--- config.mk ---
export PLATFORM = sky130hd
export DESIGN_NAME = mppt_sweep_and_perturb_observe_flat
export DESIGN_NICKNAME = d
export VERILOG_FILES = /design/src/hw/rtl/mppt_pkg.sv /design/src/hw/rtl/mppt_item_if.sv /design/src/hw/rtl/mppt_result_if.sv /design/src/hw/rtl/mppt_prep.sv /design/src/hw/rtl/mppt_sweep_and_perturb_observe.sv /design/src/flat_wrapper.sv
export SDC_FILE = /design/constraint.sdc
export NUM_CORES = 2
export LEC_CHECK = 0
export BUFFER_PORTS_ARGS = -buffer_cell sky130_fd_sc_hd__buf_2
export CAP_MARGIN = 20
export CORE_ASPECT_RATIO = 1.1
export CORE_MARGIN = 5
export CORE_UTILIZATION = 62
export CTS_CLUSTER_DIAMETER = 150
export DETAILED_ROUTE_END_ITERATION = 6
export PLACE_DENSITY = 0.8
export SLEW_MARGIN = 20
export SYNTH_ARGS = -nofsm -noshare
export SYNTH_HDL_FRONTEND = slang
export SYNTH_SLANG_ARGS = --single-unit
export TNS_END_PERCENT = 1
--- constraint.sdc ---
create_clock -name clk -period 9.4 [get_ports clk]
set_input_delay 0.47 -clock clk [delete_from_list [all_inputs] [get_ports clk]]
set_output_delay 0.47 -clock clk [all_outputs]
set_load 0.02 [all_outputs]
--- src/hw/rtl/mppt_pkg.sv ---
// ----------------------------------------------------------------------------
// mppt_pkg
// Shared types, register codes and constants of the sweep and P&O tracker.
// ----------------------------------------------------------------------------
package mppt_pkg;

  localparam int unsigned PowW    = 40;
  localparam int unsigned MvW     = 16;
  localparam int unsigned DutyW   = 16;
  localparam int unsigned SDutyW  = 17;
  localparam int unsigned StepW   = 12;
  localparam int unsigned DeltaW  = 13;
  localparam int unsigned CfgIdxW = 3;
  localparam int unsigned CfgW    = 40;

  localparam logic [SDutyW-1:0] SweepStep = 17'd16;

  // residue folding of the threshold modulo 1000, ten bits per chunk
  localparam int unsigned Thousand = 1000;
  localparam int unsigned Fold1    = (1 << 10) % Thousand;
  localparam int unsigned Fold2    = (1 << 20) % Thousand;
  localparam int unsigned Fold3    = (1 << 30) % Thousand;

  localparam logic [StepW-1:0]        RstTrackStep = 12'd8;
  localparam logic [PowW-1:0]         RstThreshold = 40'd100000;
  localparam logic [DutyW-1:0]        RstDutyMax   = 16'hFFFF;
  localparam logic [MvW-1:0]          RstVinMin    = 16'h0000;
  localparam logic [MvW-1:0]          RstVinMax    = 16'hFFFF;
  localparam logic [MvW-1:0]          RstVoutMax   = 16'hFFFF;
  localparam logic signed [MvW-1:0]   RstIoutMax   = 16'sh7FFF;
  localparam logic signed [MvW-1:0]   RstIoutMin   = 16'sh8000;

  typedef enum logic [1:0] {
    ActStartSweep,
    ActSweepSample,
    ActStartTrack,
    ActTrackSample
  } action_t;

  typedef enum logic [CfgIdxW-1:0] {
    CfgTrackStep,
    CfgThreshold,
    CfgDutyMax,
    CfgVinMin,
    CfgVinMax,
    CfgVoutMax,
    CfgIoutMax,
    CfgIoutMin
  } cfg_idx_t;

  typedef struct packed {
    action_t                  action;
    logic [DutyW-1:0]         start_duty;
    logic [PowW-1:0]          power_in_uw;
    logic [PowW-1:0]          power_out_uw;
    logic [MvW-1:0]           vin_mv;
    logic [MvW-1:0]           vout_mv;
    logic signed [MvW-1:0]    iout_ma;
  } item_t;

  typedef struct packed {
    item_t             item;
    logic [PowW:0]     up_sum;
    logic [PowW-1:0]   dn_diff;
    logic              dn_ok;
  } trk_t;

endpackage

--- src/hw/rtl/mppt_item_if.sv ---
// ----------------------------------------------------------------------------
// mppt_item_if
// Measurement channel: one beat carries an action and its samples.
// ----------------------------------------------------------------------------
interface mppt_item_if;
  logic                               valid;
  logic                               ready;
  logic [1:0]                         action;
  logic [mppt_pkg::DutyW-1:0]         start_duty;
  logic [mppt_pkg::PowW-1:0]          power_in_uw;
  logic [mppt_pkg::PowW-1:0]          power_out_uw;
  logic [mppt_pkg::MvW-1:0]           vin_mv;
  logic [mppt_pkg::MvW-1:0]           vout_mv;
  logic signed [mppt_pkg::MvW-1:0]    iout_ma;

  modport source (output valid, action, start_duty, power_in_uw, power_out_uw,
                  vin_mv, vout_mv, iout_ma, input ready);
  modport sink   (input valid, action, start_duty, power_in_uw, power_out_uw,
                  vin_mv, vout_mv, iout_ma, output ready);
endinterface

--- src/hw/rtl/mppt_result_if.sv ---
// ----------------------------------------------------------------------------
// mppt_result_if
// Result channel: duty or step delta for one sample beat.
// ----------------------------------------------------------------------------
interface mppt_result_if;
  logic                                 valid;
  logic                                 ready;
  logic [mppt_pkg::DutyW-1:0]           duty;
  logic signed [mppt_pkg::DeltaW-1:0]   delta;
  logic                                 finished;

  modport source (output valid, duty, delta, finished, input ready);
  modport sink   (input valid, duty, delta, finished, output ready);
endinterface

--- src/hw/rtl/mppt_prep.sv ---
// ----------------------------------------------------------------------------
// mppt_prep
// Front pipeline: registers the beat and derives the threshold bounds
// (threshold rounded down to whole milliwatts, output power plus/minus it).
// ----------------------------------------------------------------------------
module mppt_prep (
  input  logic                        clk,
  input  logic                        rst,
  mppt_item_if.sink                   item,
  input  logic [mppt_pkg::PowW-1:0]   threshold,
  input  logic                        take,
  output logic                        trk_valid,
  output mppt_pkg::trk_t              trk
);

  logic va, vb, vc, vd, ve;
  logic free_a, free_b, free_c, free_d, free_e;

  mppt_pkg::item_t ia, ib, ic, id;
  mppt_pkg::trk_t  te;

  logic [20:0]                r1, r1_b;
  logic [15:0]                r2;
  logic [10:0]                r3;
  logic [9:0]                 rmod, rmod_c;
  logic [mppt_pkg::PowW-1:0]  tf, tf_d;
  logic [mppt_pkg::PowW:0]    up_sum, dn_wide;

  assign free_e = !ve || take;
  assign free_d = !vd || free_e;
  assign free_c = !vc || free_d;
  assign free_b = !vb || free_c;
  assign free_a = !va || free_b;
  assign item.ready = free_a;

  assign r1 = 21'(threshold[9:0])
            + 21'(threshold[19:10]) * 21'(mppt_pkg::Fold1)
            + 21'(threshold[29:20]) * 21'(mppt_pkg::Fold2)
            + 21'(threshold[39:30]) * 21'(mppt_pkg::Fold3);

  assign r2   = 16'(r1_b[9:0]) + 16'(r1_b[20:10]) * 16'(mppt_pkg::Fold1);
  assign r3   = 11'(r2[9:0]) + 11'(r2[15:10]) * 11'(mppt_pkg::Fold1);
  assign rmod = (r3 >= 11'(mppt_pkg::Thousand)) ? 10'(r3 - 11'(mppt_pkg::Thousand))
                                                : r3[9:0];

  assign tf = threshold - 40'(rmod_c);

  assign up_sum  = {1'b0, id.power_out_uw} + {1'b0, tf_d};
  assign dn_wide = {1'b0, id.power_out_uw} - {1'b0, tf_d};

  always_ff @(posedge clk) begin
    if (rst) begin
      va <= 1'b0;
      vb <= 1'b0;
      vc <= 1'b0;
      vd <= 1'b0;
      ve <= 1'b0;
    end else begin
      if (free_a) va <= item.valid;
      if (free_b) vb <= va;
      if (free_c) vc <= vb;
      if (free_d) vd <= vc;
      if (free_e) ve <= vd;
    end
  end

  always_ff @(posedge clk) begin
    if (free_a) begin
      ia.action       <= mppt_pkg::action_t'(item.action);
      ia.start_duty   <= item.start_duty;
      ia.power_in_uw  <= item.power_in_uw;
      ia.power_out_uw <= item.power_out_uw;
      ia.vin_mv       <= item.vin_mv;
      ia.vout_mv      <= item.vout_mv;
      ia.iout_ma      <= item.iout_ma;
    end
    if (free_b) begin
      ib   <= ia;
      r1_b <= r1;
    end
    if (free_c) begin
      ic     <= ib;
      rmod_c <= rmod;
    end
    if (free_d) begin
      id   <= ic;
      tf_d <= tf;
    end
    if (free_e) begin
      te.item    <= id;
      te.up_sum  <= up_sum;
      te.dn_diff <= dn_wide[mppt_pkg::PowW-1:0];
      te.dn_ok   <= !dn_wide[mppt_pkg::PowW];
    end
  end

  assign trk_valid = ve;
  assign trk       = te;

endmodule

--- src/hw/rtl/mppt_sweep_and_perturb_observe.sv ---
// ----------------------------------------------------------------------------
// mppt_sweep_and_perturb_observe
// Sweep-then-track maximum power point tracker (perturb and observe).
//
//   channel  dir  beat contents
//   item     in   action, start_duty, power_in/out_uw, vin/vout_mv, iout_ma
//   result   out  duty, delta, finished (sample actions only)
//   cfg      in   cfg_we, cfg_index, cfg_data (write only)
//
// A beat passes the mppt_prep stages and the output register to result; one
// beat per cycle sustained while results are taken. The sweep and tracking
// state updates in the last stage. Synchronous reset restores the register
// defaults and clears the state but sets the direction to up. A stalled result
// holds in the output register; the front stages fill, then item.ready drops.
// ----------------------------------------------------------------------------
module mppt_sweep_and_perturb_observe (
  input  logic                           clk,
  input  logic                           rst,
  input  logic                           cfg_we,
  input  logic [mppt_pkg::CfgIdxW-1:0]   cfg_index,
  input  logic [mppt_pkg::CfgW-1:0]      cfg_data,
  mppt_item_if.sink                      item,
  mppt_result_if.source                  result
);

  logic [mppt_pkg::StepW-1:0]       track_step;
  logic [mppt_pkg::PowW-1:0]        threshold;
  logic [mppt_pkg::DutyW-1:0]       duty_max;
  logic [mppt_pkg::MvW-1:0]         vin_min;
  logic [mppt_pkg::MvW-1:0]         vin_max;
  logic [mppt_pkg::MvW-1:0]         vout_max;
  logic signed [mppt_pkg::MvW-1:0]  iout_max;
  logic signed [mppt_pkg::MvW-1:0]  iout_min;

  logic [mppt_pkg::PowW-1:0]    baseline, baseline_next;
  logic                         going_up, going_up_next;
  logic [mppt_pkg::SDutyW-1:0]  sweep_duty, sweep_duty_next;
  logic [mppt_pkg::PowW-1:0]    best_power, best_power_next;
  logic [mppt_pkg::DutyW-1:0]   best_duty, best_duty_next;

  logic                         trk_valid;
  mppt_pkg::trk_t               trk;
  mppt_pkg::action_t            act;
  logic signed [mppt_pkg::MvW-1:0] e_iout;
  logic                         has_res, take;

  logic                         fault, better, done, drop, sig;
  logic [mppt_pkg::SDutyW:0]    duty_step;
  logic [mppt_pkg::SDutyW-1:0]  duty_sat;
  logic [mppt_pkg::DutyW-1:0]   best_sat;

  logic                               res_valid;
  logic [mppt_pkg::DutyW-1:0]         res_duty, r_duty;
  logic signed [mppt_pkg::DeltaW-1:0] res_delta, r_delta;
  logic                               res_fin, r_fin;

  mppt_prep u_prep (
    .clk       (clk),
    .rst       (rst),
    .item      (item),
    .threshold (threshold),
    .take      (take),
    .trk_valid (trk_valid),
    .trk       (trk)
  );

  always_ff @(posedge clk) begin
    if (rst) begin
      track_step <= mppt_pkg::RstTrackStep;
      threshold  <= mppt_pkg::RstThreshold;
      duty_max   <= mppt_pkg::RstDutyMax;
      vin_min    <= mppt_pkg::RstVinMin;
      vin_max    <= mppt_pkg::RstVinMax;
      vout_max   <= mppt_pkg::RstVoutMax;
      iout_max   <= mppt_pkg::RstIoutMax;
      iout_min   <= mppt_pkg::RstIoutMin;
    end else if (cfg_we) begin
      unique case (mppt_pkg::cfg_idx_t'(cfg_index))
        mppt_pkg::CfgTrackStep: track_step <= cfg_data[mppt_pkg::StepW-1:0];
        mppt_pkg::CfgThreshold: threshold  <= cfg_data[mppt_pkg::PowW-1:0];
        mppt_pkg::CfgDutyMax:   duty_max   <= cfg_data[mppt_pkg::DutyW-1:0];
        mppt_pkg::CfgVinMin:    vin_min    <= cfg_data[mppt_pkg::MvW-1:0];
        mppt_pkg::CfgVinMax:    vin_max    <= cfg_data[mppt_pkg::MvW-1:0];
        mppt_pkg::CfgVoutMax:   vout_max   <= cfg_data[mppt_pkg::MvW-1:0];
        mppt_pkg::CfgIoutMax:   iout_max   <= cfg_data[mppt_pkg::MvW-1:0];
        mppt_pkg::CfgIoutMin:   iout_min   <= cfg_data[mppt_pkg::MvW-1:0];
      endcase
    end
  end

  assign act     = trk.item.action;
  assign e_iout  = trk.item.iout_ma;
  assign has_res = (act == mppt_pkg::ActSweepSample) || (act == mppt_pkg::ActTrackSample);
  assign take    = trk_valid && (!has_res || !res_valid || result.ready);

  assign fault = (trk.item.vin_mv < vin_min) || (trk.item.vout_mv >= vout_max) ||
                 (e_iout >= iout_max) || (e_iout <= iout_min) ||
                 (trk.item.vin_mv >= vin_max);
  assign better    = trk.item.power_in_uw > best_power;
  assign duty_step = {1'b0, sweep_duty} + {1'b0, mppt_pkg::SweepStep};
  assign duty_sat  = duty_step[mppt_pkg::SDutyW] ? '1 : duty_step[mppt_pkg::SDutyW-1:0];
  assign best_sat  = sweep_duty[mppt_pkg::SDutyW-1] ? '1 : sweep_duty[mppt_pkg::DutyW-1:0];

  // a change counts once it reaches the threshold rounded down to whole mW
  assign drop = trk.item.power_out_uw < baseline;
  assign sig  = drop ? ({1'b0, baseline} >= trk.up_sum)
                     : (trk.dn_ok && (trk.dn_diff >= baseline));

  always_comb begin
    baseline_next   = baseline;
    going_up_next   = going_up;
    sweep_duty_next = sweep_duty;
    best_power_next = best_power;
    best_duty_next  = best_duty;
    done            = 1'b0;
    r_duty          = '0;
    r_delta         = '0;
    r_fin           = 1'b0;
    unique case (act)
      mppt_pkg::ActStartSweep: begin
        sweep_duty_next = {1'b0, trk.item.start_duty};
        best_power_next = '0;
        best_duty_next  = trk.item.start_duty;
      end
      mppt_pkg::ActSweepSample: begin
        if (fault) begin
          done = 1'b1;
        end else begin
          if (better) begin
            best_power_next = trk.item.power_in_uw;
            best_duty_next  = best_sat;
          end
          sweep_duty_next = duty_sat;
          done            = duty_sat > {1'b0, duty_max};
        end
        r_fin  = done;
        r_duty = done ? best_duty_next : duty_sat[mppt_pkg::DutyW-1:0];
      end
      mppt_pkg::ActStartTrack: begin
        baseline_next = trk.item.power_in_uw;
      end
      mppt_pkg::ActTrackSample: begin
        if (sig) begin
          if (drop) going_up_next = !going_up;
          baseline_next = trk.item.power_out_uw;
        end
        r_delta = going_up_next ? $signed({1'b0, track_step})
                                : $signed(13'd0 - {1'b0, track_step});
      end
    endcase
  end

  always_ff @(posedge clk) begin
    if (rst) begin
      baseline   <= '0;
      going_up   <= 1'b1;
      sweep_duty <= '0;
      best_power <= '0;
      best_duty  <= '0;
    end else if (take) begin
      baseline   <= baseline_next;
      going_up   <= going_up_next;
      sweep_duty <= sweep_duty_next;
      best_power <= best_power_next;
      best_duty  <= best_duty_next;
    end
  end

  always_ff @(posedge clk) begin
    if (rst) begin
      res_valid <= 1'b0;
    end else if (take && has_res) begin
      res_valid <= 1'b1;
    end else if (result.ready) begin
      res_valid <= 1'b0;
    end
  end

  always_ff @(posedge clk) begin
    if (take && has_res) begin
      res_duty  <= r_duty;
      res_delta <= r_delta;
      res_fin   <= r_fin;
    end
  end

  assign result.valid    = res_valid;
  assign result.duty     = res_duty;
  assign result.delta    = res_delta;
  assign result.finished = res_fin;

  a_dir_only_on_track: assert property (@(posedge clk) disable iff (rst)
    !(take && (act == mppt_pkg::ActTrackSample)) |=> going_up == $past(going_up))
    else $error("direction changed outside a track sample");

  a_sweep_monotonic: assert property (@(posedge clk) disable iff (rst)
    (take && (act == mppt_pkg::ActSweepSample)) |=> sweep_duty >= $past(sweep_duty))
    else $error("sweep duty moved backwards on a sample");

  a_result_loaded: assert property (@(posedge clk) disable iff (rst)
    (take && has_res) |=> res_valid)
    else $error("sample beat taken without a result");

  a_finished_no_delta: assert property (@(posedge clk) disable iff (rst)
    (res_valid && res_fin) |-> (res_delta == '0))
    else $error("finished sweep result carries a delta");

  a_no_overwrite: assert property (@(posedge clk) disable iff (rst)
    (res_valid && !result.ready) |-> !(take && has_res))
    else $error("pending result overwritten");

endmodule

--- src/flat_wrapper.sv ---
// flat-port wrapper written by rule: the top's interface ports become plain ports
module mppt_sweep_and_perturb_observe_flat 
  (clk, rst, cfg_we, cfg_index, cfg_data, item_valid, item_action, item_start_duty, item_power_in_uw, item_power_out_uw, item_vin_mv, item_vout_mv, item_iout_ma, item_ready, result_valid, result_duty, result_delta, result_finished, result_ready);
  mppt_item_if item_i ();
  mppt_result_if result_i ();
  input  logic clk;
  input  logic rst;
  input  logic cfg_we;
  input  logic [mppt_pkg::CfgIdxW-1:0] cfg_index;
  input  logic [mppt_pkg::CfgW-1:0] cfg_data;
  input wire logic [$bits(item_i.valid)-1:0] item_valid;
  input wire logic [$bits(item_i.action)-1:0] item_action;
  input wire logic [$bits(item_i.start_duty)-1:0] item_start_duty;
  input wire logic [$bits(item_i.power_in_uw)-1:0] item_power_in_uw;
  input wire logic [$bits(item_i.power_out_uw)-1:0] item_power_out_uw;
  input wire logic [$bits(item_i.vin_mv)-1:0] item_vin_mv;
  input wire logic [$bits(item_i.vout_mv)-1:0] item_vout_mv;
  input wire logic [$bits(item_i.iout_ma)-1:0] item_iout_ma;
  output wire logic [$bits(item_i.ready)-1:0] item_ready;
  output wire logic [$bits(result_i.valid)-1:0] result_valid;
  output wire logic [$bits(result_i.duty)-1:0] result_duty;
  output wire logic [$bits(result_i.delta)-1:0] result_delta;
  output wire logic [$bits(result_i.finished)-1:0] result_finished;
  input wire logic [$bits(result_i.ready)-1:0] result_ready;
  assign item_i.valid = item_valid;
  assign item_i.action = item_action;
  assign item_i.start_duty = item_start_duty;
  assign item_i.power_in_uw = item_power_in_uw;
  assign item_i.power_out_uw = item_power_out_uw;
  assign item_i.vin_mv = item_vin_mv;
  assign item_i.vout_mv = item_vout_mv;
  assign item_i.iout_ma = item_iout_ma;
  assign item_ready = item_i.ready;
  assign result_valid = result_i.valid;
  assign result_duty = result_i.duty;
  assign result_delta = result_i.delta;
  assign result_finished = result_i.finished;
  assign result_i.ready = result_ready;
  mppt_sweep_and_perturb_observe u_core (.clk(clk), .rst(rst), .cfg_we(cfg_we), .cfg_index(cfg_index), .cfg_data(cfg_data), .item(item_i), .result(result_i));
endmodule
==> metrics.csv <==
metric,value,unit
fin_nets,5633,
synthArstFlopShare,0,%
wl_per_cell,20.9,um
p_int,0.00983,W
synth_edf_count,912,
p_leak,26.1,nW
crit_required,9810,ps
crit_type,flip-flop to flip-flop,
tns,0,ps
tightest_slew,1100,ps
hold_path_class,primary input to flip-flop,
dieWidth,294,um
grt_pass1_vias,35900,
detail-route-antenna-nets,0,
p_switching,0.00371,W
numCtsBuffers,113,
cts_setup_buffers,0,
setup_ws,2940,ps
cp-start-kind,flip-flop,
path_delay_family,adder cells,
synth_area,55000,um^2
viasPerCell,5.84,
gp_congestion,0.927,
hold_viol,0,
max_stage_delay,520,ps
fin_skew,80.4,ps
clock-sinks,1180,
clk_latency,740,ps
critPathSlowestCell,fa_1,
track_usage,26.9,%
place_ws,3020,ps
area_delta_synth_final,14.0,%
fin_crit,6460,ps
fin_crit_sh,68.7,%
slew_headroom,26.5,%
peakVddDrop,280,uV
p_comb_share,19.2,%
maxCapViolCount,0,
pwr-share-seq,46.0,%
routed_wl,129000,um
synthSimpleGateAreaFrac,9.01,%
die_h,322,um
p_per_area,216,nW/um^2
antenna_found_initial,10,
fp-row-count,114,
ys_seq_elements,1180,
cts_root_buf,clkbuf_16,
drc,0,
synth_adder_area_share,12.9,%
drive_above_1_share,9.61,%
initial_core_util,62.5,%
fmax,155,MHz
crit_arrival,6870,ps
rsz0062_at_grt,no,
endpoint_kind,flip-flop,
clk_pin_slew_worst_paths,60,ps
cts-htree-levels,3,
vias,36000,
ys_types,84,
io_buffer_count,225,
status,"finished, final reports clean",
gr-total-overflow,0,
critPathBufInv,4,
synth_fp_nets,5268,
critical_path.most_common_cell,ha_1,
synth-xor-area-share,2.96,%
r2r_slack,2940,ps
syn_area_per_cell,12.1,um^2
worst-path-max-fanout,6,
drtIter0Drc,2892,
p_clk_share,34.8,%
grt_max_degree,124,
synth_ff_type,edfxtp_1,
dp_hpwl,87500,um
switching_share,27.4,%
dieArea,94800,um^2
synth_compound_area_share,10.1,%
setup_viol,0,
cts.repair.resized,0,
cts_tree,built,
io_pins,226,
drv_slew,0,
synth_top_family_by_area,adder cells,
muxShareOfSynthArea,1.07,%
synthCells,4532,
coreArea,88000,um^2
clk_path_buf_depth,3,
firstDrtPassIters,6,
ys_seq_area_share,59.5,%
grt_first_pass_wirelength,199000,um
ys.warnings.count,0,
==> Yosys cell counts (all sizes together), types with 44 or more instances <==
cell type / n / area [um^2]
a211o: 56 / 490
a21o: 112 / 841
a21oi: 289 / 1450
a311oi: 46 / 403
clkbuf: 133 / 514
dfxtp: 268 / 5370
edfxtp: 912 / 27400
fa: 45 / 901
ha: 497 / 6220
inv: 470 / 1760
nand2: 452 / 1700
nand3: 44 / 220
nand4: 53 / 332
nor2: 304 / 1140
nor3: 47 / 235
o21ai: 118 / 594
xnor2: 142 / 1240
xor2: 44 / 385
==> sequential cells by signal, summed over array words and instances (netlist names), 21 cells and up <==
name	cells
u_core.u_prep.ia	146
u_core.u_prep.tf_d	40
u_core.u_prep.r1_b	21
u_core.baseline	40
u_core.u_prep.ic	146
u_core.u_prep.ib	146
u_core.best_power	40
u_core.u_prep.id	146
u_core.u_prep.trk	227
u_core.threshold	40
==> stage by stage <==
step	power, W	util [%]	cell area (um^2)	instances	hold WS, ps
floorplan	0.00820	-	55000	4532	400
global placement	0.00874	65.1	57300	5794	400
detailed placement	0.00883	65.1	57300	5794	405
CTS	0.0135	71.2	62700	6157	7.82
global route	0.0142	71.3	62700	6157	19.4
finish	0.0135	71.3	62700	6162	41.3
==> what timing repair did <==
| action | 4_1_cts | 5_1_grt |
|---|---|---|
| hold buffers | 148 | 0 |
| endpoints found under the hold margin | 148 | 0 |
| setup endpoints to repair | 0 | 0 |
==> layout by cell type, fill, tap and decap left out, drive strengths merged, types with 145 or more instances in the layout <==
master | netlist | routed
buf | 19 | 253
a21oi | 289 | 289
dlygate4sd3 | 0 | 148
nand2 | 452 | 452
inv | 470 | 472
edfxtp | 912 | 912
nor2 | 304 | 304
dfxtp | 268 | 268
clkbuf | 133 | 145
ha | 497 | 497
==> routing by layer <==
layer  GRT usage (%)  vias to the layer above  wire length (um)
met2            45.9                     1439             63000
met4            10.5                        8              5460
met1            34.8                    17300             51200
met5               0                        -                63
li1                -                    16900                 -
met3            4.35                      344              8990
==> cells by family (layout without fill, tap and decap cells) <==
| kind of cell | after synthesis | count (layout) |
|---|---|---|
| flip-flops | 1180 | 1180 |
| AO/OA/AOI/OAI | 849 | 849 |
| buffers and inverters | 623 | 1088 |
| AND/OR/NAND/NOR | 1098 | 1098 |
| multiplexers | 54 | 54 |
| XOR/XNOR | 186 | 186 |
| adder cells (fa/ha/maj) | 542 | 542 |
| other | 0 | 5 |
==> worst register-to-register path, cell delays in order (launching register included) <==
cell      delay (ps)
dfxtp_1          470
inv_1            140
ha_1             400
ha_1             310
inv_1             50
fa_1             490
fa_1             520
inv_1             40
ha_1             320
a21boi_0         130
o21ai_0          220
a21boi_0         170
o21ai_0          190
nand2b_1          90
xnor2_1          140
fa_1             480
inv_1             40
ha_1             290
ha_1             370
and2_1           180
o21ai_0          150
o21ai_0          140
o41ai_1          490
o21bai_1         110
a21oi_1          200
xnor2_1           80
==> layout make-up <==
| type | instances | area (um^2) |
|---|---|---|
| sequential | 1180 | 32800 |
| fill | 5755 | 25300 |
| multi-input combinational | 2729 | 20000 |
| clock buffer | 144 | 3040 |
| timing repair buffer | 402 | 2830 |
| inverter | 471 | 1780 |
| tap | 1160 | 1450 |
| clock inverter | 71 | 875 |
| antenna | 5 | 12.5 |
==> path summary, 6_finish.rpt <==
path,from,end,cells after the start
worst max-delay path,u_core.threshold[30],u_core.u_prep.r1_b[19],25
worst min-delay path,cfg_data[28],u_core.threshold[28],3
worst max register to register,u_core.threshold[30],u_core.u_prep.r1_b[19],25
worst min register to register,u_core.u_prep.ib[76],u_core.u_prep.ic[76],0
==> power groups by stage <==
stage	Combinational, W	Clock, W	Sequential, W
CTS	0.00257	0.00474	0.00623
global placement	0.00241	0	0.00633
detailed placement	0.00250	0	0.00634
finish	0.00260	0.00471	0.00623
floorplan	0.00195	0	0.00625
global route	0.00292	0.00501	0.00626
Note: power is estimated with default switching activity, not from simulation.
